File: config.mk
export PLATFORM = sky130hd
export DESIGN_NAME = mouse_packet_position_tracker
export DESIGN_NICKNAME = d
export VERILOG_FILES = /design/src/rtl/mppt_pkg.sv /design/src/rtl/mppt_clamp.sv /design/src/rtl/mouse_packet_position_tracker.sv
export SDC_FILE = /design/constraint.sdc
export NUM_CORES = 1
export LEC_CHECK = 0
export BUFFER_PORTS_ARGS = -buffer_cell sky130_fd_sc_hd__clkbuf_2
export CORE_MARGIN = 1.5
export CORE_UTILIZATION = 60
export CTS_CLUSTER_SIZE = 20
export DETAILED_ROUTE_END_ITERATION = 10
export GPL_ROUTABILITY_DRIVEN = 0
export PLACE_DENSITY = 0.88
export SYNTH_ARGS = -nofsm -noshare
export SYNTH_HDL_FRONTEND = slang
export SYNTH_HIERARCHICAL = 1
export SYNTH_SLANG_ARGS = --single-unit
File: constraint.sdc
create_clock -name clk -period 6.9 [get_ports clk]
set_input_delay 1.035 -clock clk [delete_from_list [all_inputs] [get_ports clk]]
set_output_delay 1.035 -clock clk [all_outputs]
set_load 0.1 [all_outputs]
File: src/rtl/mppt_pkg.sv
package mppt_pkg;

	// Field widths
	localparam int unsigned ByteW  = 8;
	localparam int unsigned CoordW = 12;
	localparam int unsigned BoundW = 13;
	localparam int unsigned BtnW   = 3;

	// Byte 0 of a packet must have this bit set to be taken as a header
	localparam int unsigned SyncBit = 3;

	// Largest usable screen bound
	localparam logic [BoundW-1:0] MaxBound = 13'd4096;

	// Reset values
	localparam logic [CoordW-1:0] ResetX      = 12'd512;
	localparam logic [CoordW-1:0] ResetY      = 12'd384;
	localparam logic [BoundW-1:0] ResetWidth  = 13'd1024;
	localparam logic [BoundW-1:0] ResetHeight = 13'd768;

	// Configuration register indexes
	typedef enum logic [0:0] {
		CFG_SCREEN_WIDTH  = 1'b0,
		CFG_SCREEN_HEIGHT = 1'b1
	} cfg_idx_t;

	// Position within a three-byte packet
	typedef enum logic [1:0] {
		PKT_HEAD = 2'd0,
		PKT_DX   = 2'd1,
		PKT_DY   = 2'd2
	} pkt_pos_t;

	typedef logic [CoordW-1:0] coord_t;
	typedef logic [BoundW-1:0] bound_t;

endpackage

File: src/rtl/mppt_clamp.sv
module mppt_clamp (
	input  mppt_pkg::coord_t  cur,
	input  logic [7:0]        delta,
	input  logic              subtract,
	input  mppt_pkg::bound_t  bound,
	output mppt_pkg::coord_t  coord
);
	import mppt_pkg::*;

	logic signed [CoordW+1:0] cur_ext;
	logic signed [CoordW+1:0] delta_ext;
	logic signed [CoordW+1:0] moved;
	bound_t                   bound_eff;
	bound_t                   bound_m1;

	// Move by a signed 8-bit delta in a 14-bit signed space
	assign cur_ext   = signed'({2'b00, cur});
	assign delta_ext = signed'({{(CoordW-6){delta[7]}}, delta});
	assign moved     = subtract ? (cur_ext - delta_ext) : (cur_ext + delta_ext);

	// Zero bound acts as one, anything above the max acts as the max
	always_comb begin
		if (bound == '0) begin
			bound_eff = BoundW'(1);
		end else if (bound > MaxBound) begin
			bound_eff = MaxBound;
		end else begin
			bound_eff = bound;
		end
	end
	assign bound_m1 = bound_eff - BoundW'(1);

	// Clamp to 0 .. bound - 1
	always_comb begin
		if (moved < 0) begin
			coord = '0;
		end else if (moved[BoundW-1:0] >= bound_eff) begin
			coord = bound_m1[CoordW-1:0];
		end else begin
			coord = moved[CoordW-1:0];
		end
	end

endmodule

File: src/rtl/mouse_packet_position_tracker.sv
// Mouse packet position tracker.
// Slave stream: one received mouse byte per item on s_tdata. Bytes are gathered
// into three-byte packets; while waiting for a header, a byte with bit 3 clear
// is dropped (m_tuser bit 1 set) so the stream can regain sync. The third byte
// updates buttons and moves the cursor (x minus dx, y plus dy), clamped to the
// configured screen bounds (m_tuser bit 0 set).
// Master stream: exactly one result item per input item, carrying the cursor
// and button state after that byte.
// Config channel: cfg_index 0 = screen width, 1 = screen height; cfg_ready is
// always high. Write only while no item is in flight.
// m_tvalid rises in the cycle after input accept. Throughput: one item per cycle
// while m_tready is high; the add and clamp sit between the input port and the result register.
// When the receiver stalls, the result register holds and s_tready follows
// m_tready, so a new item is taken in the same cycle the result is taken.
// Reset: cursor at (512, 384), buttons clear, width 1024, height 768, packet
// position at the header byte, no result pending.
module mouse_packet_position_tracker (
	input  logic        clk,
	input  logic        arst_n,
	// configuration write
	input  logic        cfg_valid,
	output logic        cfg_ready,
	input  logic [0:0]  cfg_index,
	input  logic [12:0] cfg_data,
	// input stream
	input  logic        s_tvalid,
	output logic        s_tready,
	input  logic [7:0]  s_tdata,  // [7:0] rx_byte
	// result stream
	output logic        m_tvalid,
	input  logic        m_tready,
	output logic [31:0] m_tdata,  // [11:0] pos_x, [23:12] pos_y, [26:24] button_bits
	output logic [1:0]  m_tuser   // [0] packet_done, [1] byte_dropped
);
	import mppt_pkg::*;

	bound_t                width_q;
	bound_t                height_q;
	pkt_pos_t              pos_q;
	logic [ByteW-1:0]      head_q;
	logic [ByteW-1:0]      dx_q;
	coord_t                cur_x_q;
	coord_t                cur_y_q;
	logic [BtnW-1:0]       btn_q;

	logic                  res_valid_q;
	coord_t                res_x_q;
	coord_t                res_y_q;
	logic [BtnW-1:0]       res_btn_q;
	logic                  res_done_q;
	logic                  res_drop_q;

	logic                  accept;
	logic [ByteW-1:0]      rx_byte;
	coord_t                new_x;
	coord_t                new_y;
	pkt_pos_t              pos_d;
	logic                  done_d;
	logic                  drop_d;

	assign cfg_ready = 1'b1;
	assign s_tready  = !res_valid_q || m_tready;
	assign accept    = s_tvalid && s_tready;
	assign rx_byte   = s_tdata;

	// Configuration registers
	always_ff @(posedge clk or negedge arst_n) begin
		if (!arst_n) begin
			width_q  <= ResetWidth;
			height_q <= ResetHeight;
		end else if (cfg_valid && cfg_ready) begin
			unique case (cfg_idx_t'(cfg_index))
				CFG_SCREEN_WIDTH:  width_q  <= cfg_data;
				CFG_SCREEN_HEIGHT: height_q <= cfg_data;
				default: ;
			endcase
		end
	end

	// Cursor moves: x against dx, y with dy
	mppt_clamp u_clamp_x (
		.cur      (cur_x_q),
		.delta    (dx_q),
		.subtract (1'b1),
		.bound    (width_q),
		.coord    (new_x)
	);

	mppt_clamp u_clamp_y (
		.cur      (cur_y_q),
		.delta    (rx_byte),
		.subtract (1'b0),
		.bound    (height_q),
		.coord    (new_y)
	);

	// Packet position sequencing
	always_comb begin
		pos_d  = pos_q;
		done_d = 1'b0;
		drop_d = 1'b0;
		unique case (pos_q)
			PKT_HEAD: begin
				if (rx_byte[SyncBit]) begin
					pos_d = PKT_DX;
				end else begin
					drop_d = 1'b1;
				end
			end
			PKT_DX: pos_d = PKT_DY;
			default: begin
				pos_d  = PKT_HEAD;
				done_d = 1'b1;
			end
		endcase
	end

	// Packet state and cursor
	always_ff @(posedge clk or negedge arst_n) begin
		if (!arst_n) begin
			pos_q   <= PKT_HEAD;
			head_q  <= '0;
			dx_q    <= '0;
			cur_x_q <= ResetX;
			cur_y_q <= ResetY;
			btn_q   <= '0;
		end else if (accept) begin
			pos_q <= pos_d;
			if (pos_q == PKT_HEAD && rx_byte[SyncBit]) begin
				head_q <= rx_byte;
			end
			if (pos_q == PKT_DX) begin
				dx_q <= rx_byte;
			end
			if (done_d) begin
				cur_x_q <= new_x;
				cur_y_q <= new_y;
				btn_q   <= head_q[BtnW-1:0];
			end
		end
	end

	// Result register valid
	always_ff @(posedge clk or negedge arst_n) begin
		if (!arst_n) begin
			res_valid_q <= 1'b0;
		end else if (accept) begin
			res_valid_q <= 1'b1;
		end else if (m_tready) begin
			res_valid_q <= 1'b0;
		end
	end

	// Result payload
	always_ff @(posedge clk) begin
		if (accept) begin
			res_x_q    <= done_d ? new_x : cur_x_q;
			res_y_q    <= done_d ? new_y : cur_y_q;
			res_btn_q  <= done_d ? head_q[BtnW-1:0] : btn_q;
			res_done_q <= done_d;
			res_drop_q <= drop_d;
		end
	end

	assign m_tvalid = res_valid_q;
	assign m_tdata  = {5'b0, res_btn_q, res_y_q, res_x_q};
	assign m_tuser  = {res_drop_q, res_done_q};

`ifndef ASSERT_OFF
	a_done_drop_excl: assert property (@(posedge clk) disable iff (!arst_n)
		m_tvalid |-> !(m_tuser[0] && m_tuser[1]))
		else $error("packet_done and byte_dropped both set");

	a_pos_legal: assert property (@(posedge clk) disable iff (!arst_n)
		pos_q != 2'd3)
		else $error("packet position out of range");

	a_accept_gives_result: assert property (@(posedge clk) disable iff (!arst_n)
		accept |=> m_tvalid)
		else $error("accepted item produced no result");

	a_drop_only_at_head: assert property (@(posedge clk) disable iff (!arst_n)
		accept && pos_q != PKT_HEAD |=> !m_tuser[1])
		else $error("byte dropped outside header position");
`endif

endmodule

* Word-level counts from Yosys, hierarchy flattened
Cells that the tools add are included. W data, S select, Z words.
Operators by class: $add $sub $neg 4, multiply operators 0, div/mod/pow operators 0, magnitude comparators 6, equal/unequal tests 2, shift-type cells 0, multiplexer cells 17, bitwise logic cells 1, reduce and logical (&&, ||, !) cells 14
Operators by type and width (count):
- $mux W12 | 6
- $mux W13 | 4
- $lt A14 B1 Y1 const B | 2
- $ge A13 B13 Y1 | 2
- $gt A13 B13 Y1 const B | 2
- $logic_not A13 Y1 | 2
- $sub A12 B1 Y12 const B | 2
- $add A13 B8 Y14 | 1
- $sub A13 B8 Y14 | 1
- $reduce_and A2 Y1 | 5
- $mux W1 | 4
- $pmux W2 S2 | 1
- $mux W3 | 1
- $eq A2 B1 Y1 const B | 1
- $logic_and A1 B1 Y1 | 2
- $logic_not A2 Y1 | 1
- $mux W2 | 1
- $ne A2 B2 Y1 const B | 1
- $reduce_bool A2 Y1 | 1
- $reduce_or A2 Y1 | 1
- $logic_not A1 Y1 | 1
- $logic_or A1 B1 Y1 | 1
- $not A1 Y1 | 1
Storage, ports and cells: bits in registers 96, latch bits 0, bits in writable memories 0, bits in read-only memories 0, output and inout port bits 37, logic and storage cells 58, memories kept 0

* Longest topological paths before layout
depth in word-level cells 7, depth in mapped cells 21, depth with buffers taken out 20

* Hierarchy
The synthesis kept the hierarchy.
By module, submodules not included:
- mouse_packet_position_tracker | times used 1, cells an instance 219, area each 4051.4 um2
- mppt_clamp | times used 2, cells an instance 240, area each 1611.5 um2

* Worst setup path after synthesis
Ideal clock, no wire load.
kind input to register, start point input s_tdata[5], end point register cur_y_q[4], library setup time 125 ps, arrival time 5022 ps, path slack 1753 ps, stages 20, buffers on the path 1, cell sequence nor4_1 -> nor2b_1 -> a21oi_1 -> xnor2_1 -> ha_1 -> nor2_1 -> a21oi_1 -> o21a_1 -> a2111o_1 -> a31oi_1 -> xnor2_1 -> ha_1 -> a21oi_1 -> o21ai_0 -> a211oi_1 -> clkbuf_1 -> mux2i_1 -> nor2_1 -> mux2_4 -> mux2_4
Between the ends: word-level cells in the longest chain between the ends 5, elaborated cells between the ends (all ways) 6, classes of those cells add/sub (1); order compare (2); mux (3)
RTL lines:
- start, declared | RTL line mouse_packet_position_tracker.sv:28 | input logic [7:0] s_tdata,
- $add A13 B8 Y14 (*) | RTL line mppt_clamp.sv:19 | assign moved = subtract ? (cur_ext - delta_ext) : (cur_ext + delta_ext);
- $ge A13 B13 Y1 | RTL line mppt_clamp.sv:37 | end else if (moved[BoundW-1:0] >= bound_eff) begin
- $mux W12 | RTL line mppt_clamp.sv:37
- $mux W12 (*) | RTL line mppt_clamp.sv:35 | if (moved < 0) begin
- net new_y[4] | RTL line mouse_packet_position_tracker.sv:56 | coord_t new_y;
- $mux W12 (*)
- end signal, assigned | RTL line mouse_packet_position_tracker.sv:125 | cur_y_q <= ResetY;
- end signal, assigned | RTL line mouse_packet_position_tracker.sv:137 | cur_y_q <= new_y;
- end, declared | RTL line mouse_packet_position_tracker.sv:43 | coord_t cur_y_q;
Mark *: on every way through the listed nets, which the timed path passes. The rest lies on a longest branch. A chain may end at the register's enable or synchronous reset.

* Final worst setup path
start point input s_tdata[3], end point register cur_y_q[11]
Same word-level chain as after synthesis.

==> qor.log <==
[cts] later-pin clock latency in the skew report 350 ps
[placement] quantity of I/O buffers inserted on ports 57
[logic_synthesis] most area-consuming cells after synthesis sky130_fd_sc_hd__dfrtp_1, sky130_fd_sc_hd__edfxtp_1, sky130_fd_sc_hd__mux2_4
[finish] NumNets Final 836
[route] DRC Markers 0
[cts] number of buffers created by CTS 9
[finish] most frequent standard cell in the layout excluding fill and tap cells sky130_fd_sc_hd__dfrtp_1
[logic_synthesis] number of distinct library cells after synthesis 54
[global_routing] pin count of the biggest net entering global routing 68
[floorplanning] number of cell rows 40
[floorplanning] die area 12800 sq um
[logic_synthesis] synthesized cell area 7270 sq um
[route] vias per inst 6.29
[finish] relative area change from synthesis to final layout 9.55%
[floorplanning] number of ports placed on the die boundary 64
[global_routing] global-route wire length before repair 27900 um
[cts] TritonCTS clock tree done
[setup_path] Crit Path Category in2reg
[finish] count of inserted antenna diode cells 0
[sta] number of failing hold endpoints at the final stage 0
[sta] minimum clock period 5780 ps
[global_routing] initial antenna violation count 0
[logic_synthesis] number of flip-flops and latches in the synthesized netlist 96
[route] first-pass detailed-route iteration total 6
[logic_synthesis] leading area contributor after synthesis sky130_fd_sc_hd__dfrtp_1
[cts] number of buffers added for setup after CTS 0
[finish] Fill cells 862
[logic_synthesis] number of cells produced by synthesis 699
[setup_path] Worst Path Buf+Inv 2
[sta] period utilization 0.838
[sta] transition time at the pin with the least slew margin 1120 ps
[route] number of DRC markers in iteration 0 598
[global_routing] via count of the first global-routing pass 5704
[run_status] status finished clean
[cts] number of gates given a new drive strength after cts 0
[sta] worst setup slack after layout 1120 ps
[floorplanning] die span in x 113 um
[route] number of vias in the routed layout 5691
[setup_path] CP required 7140 ps
[cts] hold-fix buffer count after cts 0
[floorplanning] total core area 11900 sq um
[sta] unrepaired setup endpoints after global routing no
[cts] Clock Sinks 96
[cts] root cell of the clock tree sky130_fd_sc_hd__clkbuf_16
[global_routing] GR Util All Layers 0.273
[finish] fraction of layout instances using a drive strength above 1 0.256
[setup_path] cell breakdown of the critical path clkbuf_2 -> nor4_1 -> nor2b_1 -> a21oi_1 -> xnor2_1 -> ha_1 -> nor2_1 -> a21oi_1 -> o21a_1 -> a2111o_1 -> a31oi_1 -> xnor2_1 -> ha_1 -> nand2_1 -> nor4b_1 -> a211oi_2 -> buf_4 -> a211oi_1 -> a211oi_1 -> mux2_4 -> mux2_4
[floorplanning] y dimension of the die 113 um
[finish] total area of multi-input combinational cells 4440 sq um
[setup_path] Crit path arrival time 6020 ps
[sta] final setup violation count 0
[logic_synthesis] sequential area share after synthesis 0.351
[route] final routed wire length divided by cell count 18.9 um
[logic_synthesis] most used flip-flop cell after synthesis sky130_fd_sc_hd__dfrtp_1
[hold_path] Hold/Removal Path Class reg2reg
[logic_synthesis] number of flops mapped to enable cells by yosys 29
[setup_path] Setup crit start kind input port
[placement] Post-Place Setup Slack 1040 ps
[setup_path] CP delay by family, top compound AO/OA/AOI/OAI gates
[cts] clock-pin transition on the worst setup and hold timing paths 70 ps
[sta] sum of negative setup slack 0 ps
[run] Max Cap Viol 0
[logic_synthesis] Ys Warns 6
[logic_synthesis] top cell type's share of synthesized area 0.210
[placement] HPWL reported at the end of detailed placement 12600 um
[finish] most used cells in the layout excluding fill and tap cells sky130_fd_sc_hd__dfrtp_1, sky130_fd_sc_hd__clkbuf_2, sky130_fd_sc_hd__mux2_4, sky130_fd_sc_hd__ha_1, sky130_fd_sc_hd__nand2_1
[setup_path] largest stage delay on the critical path 500 ps
[sta] relative slew slack 0.254
[logic_synthesis] mean instance size in the synthesized netlist 10.4 sq um
[route] final wirelength 17100 um
[floorplanning] initial core utilization 0.611
[cts] CTS Buffer Depth 2
[sta] Final Max Slew Viols 0
[setup_path] Crit-path slowest cell sky130_fd_sc_hd__nor4b_1
[finish] Reg area 2560 sq um
[setup_path] top fanout value on the critical path 21
[sta] maximum clock skew at final layout 7.37 ps
[cts] H-tree levels 3
[sta] Peak Freq 173 MHz
[logic_synthesis] async set-reset flop share out of synthesis 0.698
[global_routing] Congestion Overflow GR 0
[setup_path] CP Capture Type register
[route] antenna viol nets, final 0
==> kinds of logic (layout without fill, tap and decap cells) <==
logic type | count (synthesis) | count (layout) | share of synthesized area
buffers and inverters | 73 | 114 | 0.0490
XOR/XNOR | 36 | 36 | 0.0433
AO/OA/AOI/OAI | 142 | 142 | 0.129
adder cells (fa/ha/maj) | 56 | 56 | 0.0984
AND/OR/NAND/NOR | 187 | 187 | 0.136
flip-flops | 96 | 96 | 0.351
multiplexers | 107 | 107 | 0.191
other | 2 | 20 | 0.00103
==> cells in the mapped netlist (4+ instances only) <==
| master | n |
|---|---|
| sky130_fd_sc_hd__dfstp_2 | 6 |
| sky130_fd_sc_hd__o21a_1 | 14 |
| sky130_fd_sc_hd__mux2_2 | 41 |
| sky130_fd_sc_hd__a21oi_1 | 34 |
| sky130_fd_sc_hd__nor4b_1 | 4 |
| sky130_fd_sc_hd__or4_4 | 4 |
| sky130_fd_sc_hd__nor4_1 | 6 |
| sky130_fd_sc_hd__nor3_1 | 29 |
| sky130_fd_sc_hd__a21boi_0 | 4 |
| sky130_fd_sc_hd__a21o_1 | 8 |
| sky130_fd_sc_hd__xor2_1 | 6 |
| sky130_fd_sc_hd__buf_4 | 9 |
| sky130_fd_sc_hd__o211ai_1 | 4 |
| sky130_fd_sc_hd__nand3_1 | 10 |
| sky130_fd_sc_hd__o31a_1 | 4 |
| sky130_fd_sc_hd__or4_1 | 4 |
| sky130_fd_sc_hd__mux2i_1 | 12 |
| sky130_fd_sc_hd__mux2_4 | 54 |
| sky130_fd_sc_hd__xnor2_1 | 30 |
| sky130_fd_sc_hd__nor2_1 | 44 |
| sky130_fd_sc_hd__dfrtp_1 | 61 |
| sky130_fd_sc_hd__a31oi_1 | 6 |
| sky130_fd_sc_hd__nor2b_1 | 13 |
| sky130_fd_sc_hd__nand2_1 | 47 |
| sky130_fd_sc_hd__edfxtp_1 | 29 |
| sky130_fd_sc_hd__a211oi_1 | 22 |
| sky130_fd_sc_hd__nand2b_1 | 9 |
| sky130_fd_sc_hd__nor3b_1 | 4 |
| sky130_fd_sc_hd__o21ai_0 | 30 |
| sky130_fd_sc_hd__buf_6 | 6 |
| sky130_fd_sc_hd__ha_1 | 54 |
| sky130_fd_sc_hd__inv_1 | 37 |
| sky130_fd_sc_hd__clkbuf_1 | 17 |
==> worst paths after layout <==
| check | cells past startpoint | endpoint | startpoint | slack, ps |
|---|---|---|---|---|
| hold reg to reg | 1 | head_q[1] | head_q[1] | 520 |
| max in group asynchronous | 2 | pos_q[1] | arst_n | 5420 |
| min in group asynchronous | 2 | cur_x_q[8] | arst_n | 870 |
| setup reg to reg | 19 | cur_x_q[2] | dx_q[1] | 1860 |
| hold / removal | 1 | head_q[1] | head_q[1] | 520 |
| setup / recovery | 21 | cur_y_q[11] | s_tdata[3] | 1120 |
==> through the flow <==
| stage | utilization | hold WS [ps] | cells | instance area [sq um] |
|---|---|---|---|---|
| after global routing | 0.669 | 541 | 905 | 7970 |
| final | 0.669 | 522 | 905 | 7970 |
| after detailed placement | 0.641 | 500 | 889 | 7630 |
| after floorplan | - | 477 | 717 | 7340 |
| after CTS | 0.669 | 521 | 905 | 7970 |
| after global placement | 0.641 | 491 | 889 | 7630 |
==> registers in the layout, indices dropped and copies added, names as in the netlist <==
register,count
res_drop_q,1
res_done_q,1
height_q,13
res_y_q,12
width_q,13
res_btn_q,3
dx_q,8
res_x_q,12
pos_q,2
m_tvalid,1
cur_y_q,12
head_q,3
btn_q,3
cur_x_q,12
==> final cells by class <==
type,instances,area share
clock buffers,10,0.0300
clock inverters,6,0.0121
inverters,38,0.0182
multi-input cells,548,0.557
flip-flops and latches,96,0.321
well taps,147,0.0231
repair buffers,60,0.0386
==> layer usage <==
layer	vias to the layer above	GRT usage	part of all wire
li1	2626	-	-
met1	2750	0.372	0.44
met2	267	0.441	0.47
met3	48	0.0396	0.062
met4	0	0.108	0.027
met5	-	0	0
Power is not shown: default switching activity piles up to over one toggle a cycle in this logic, so the estimate is an artifact.
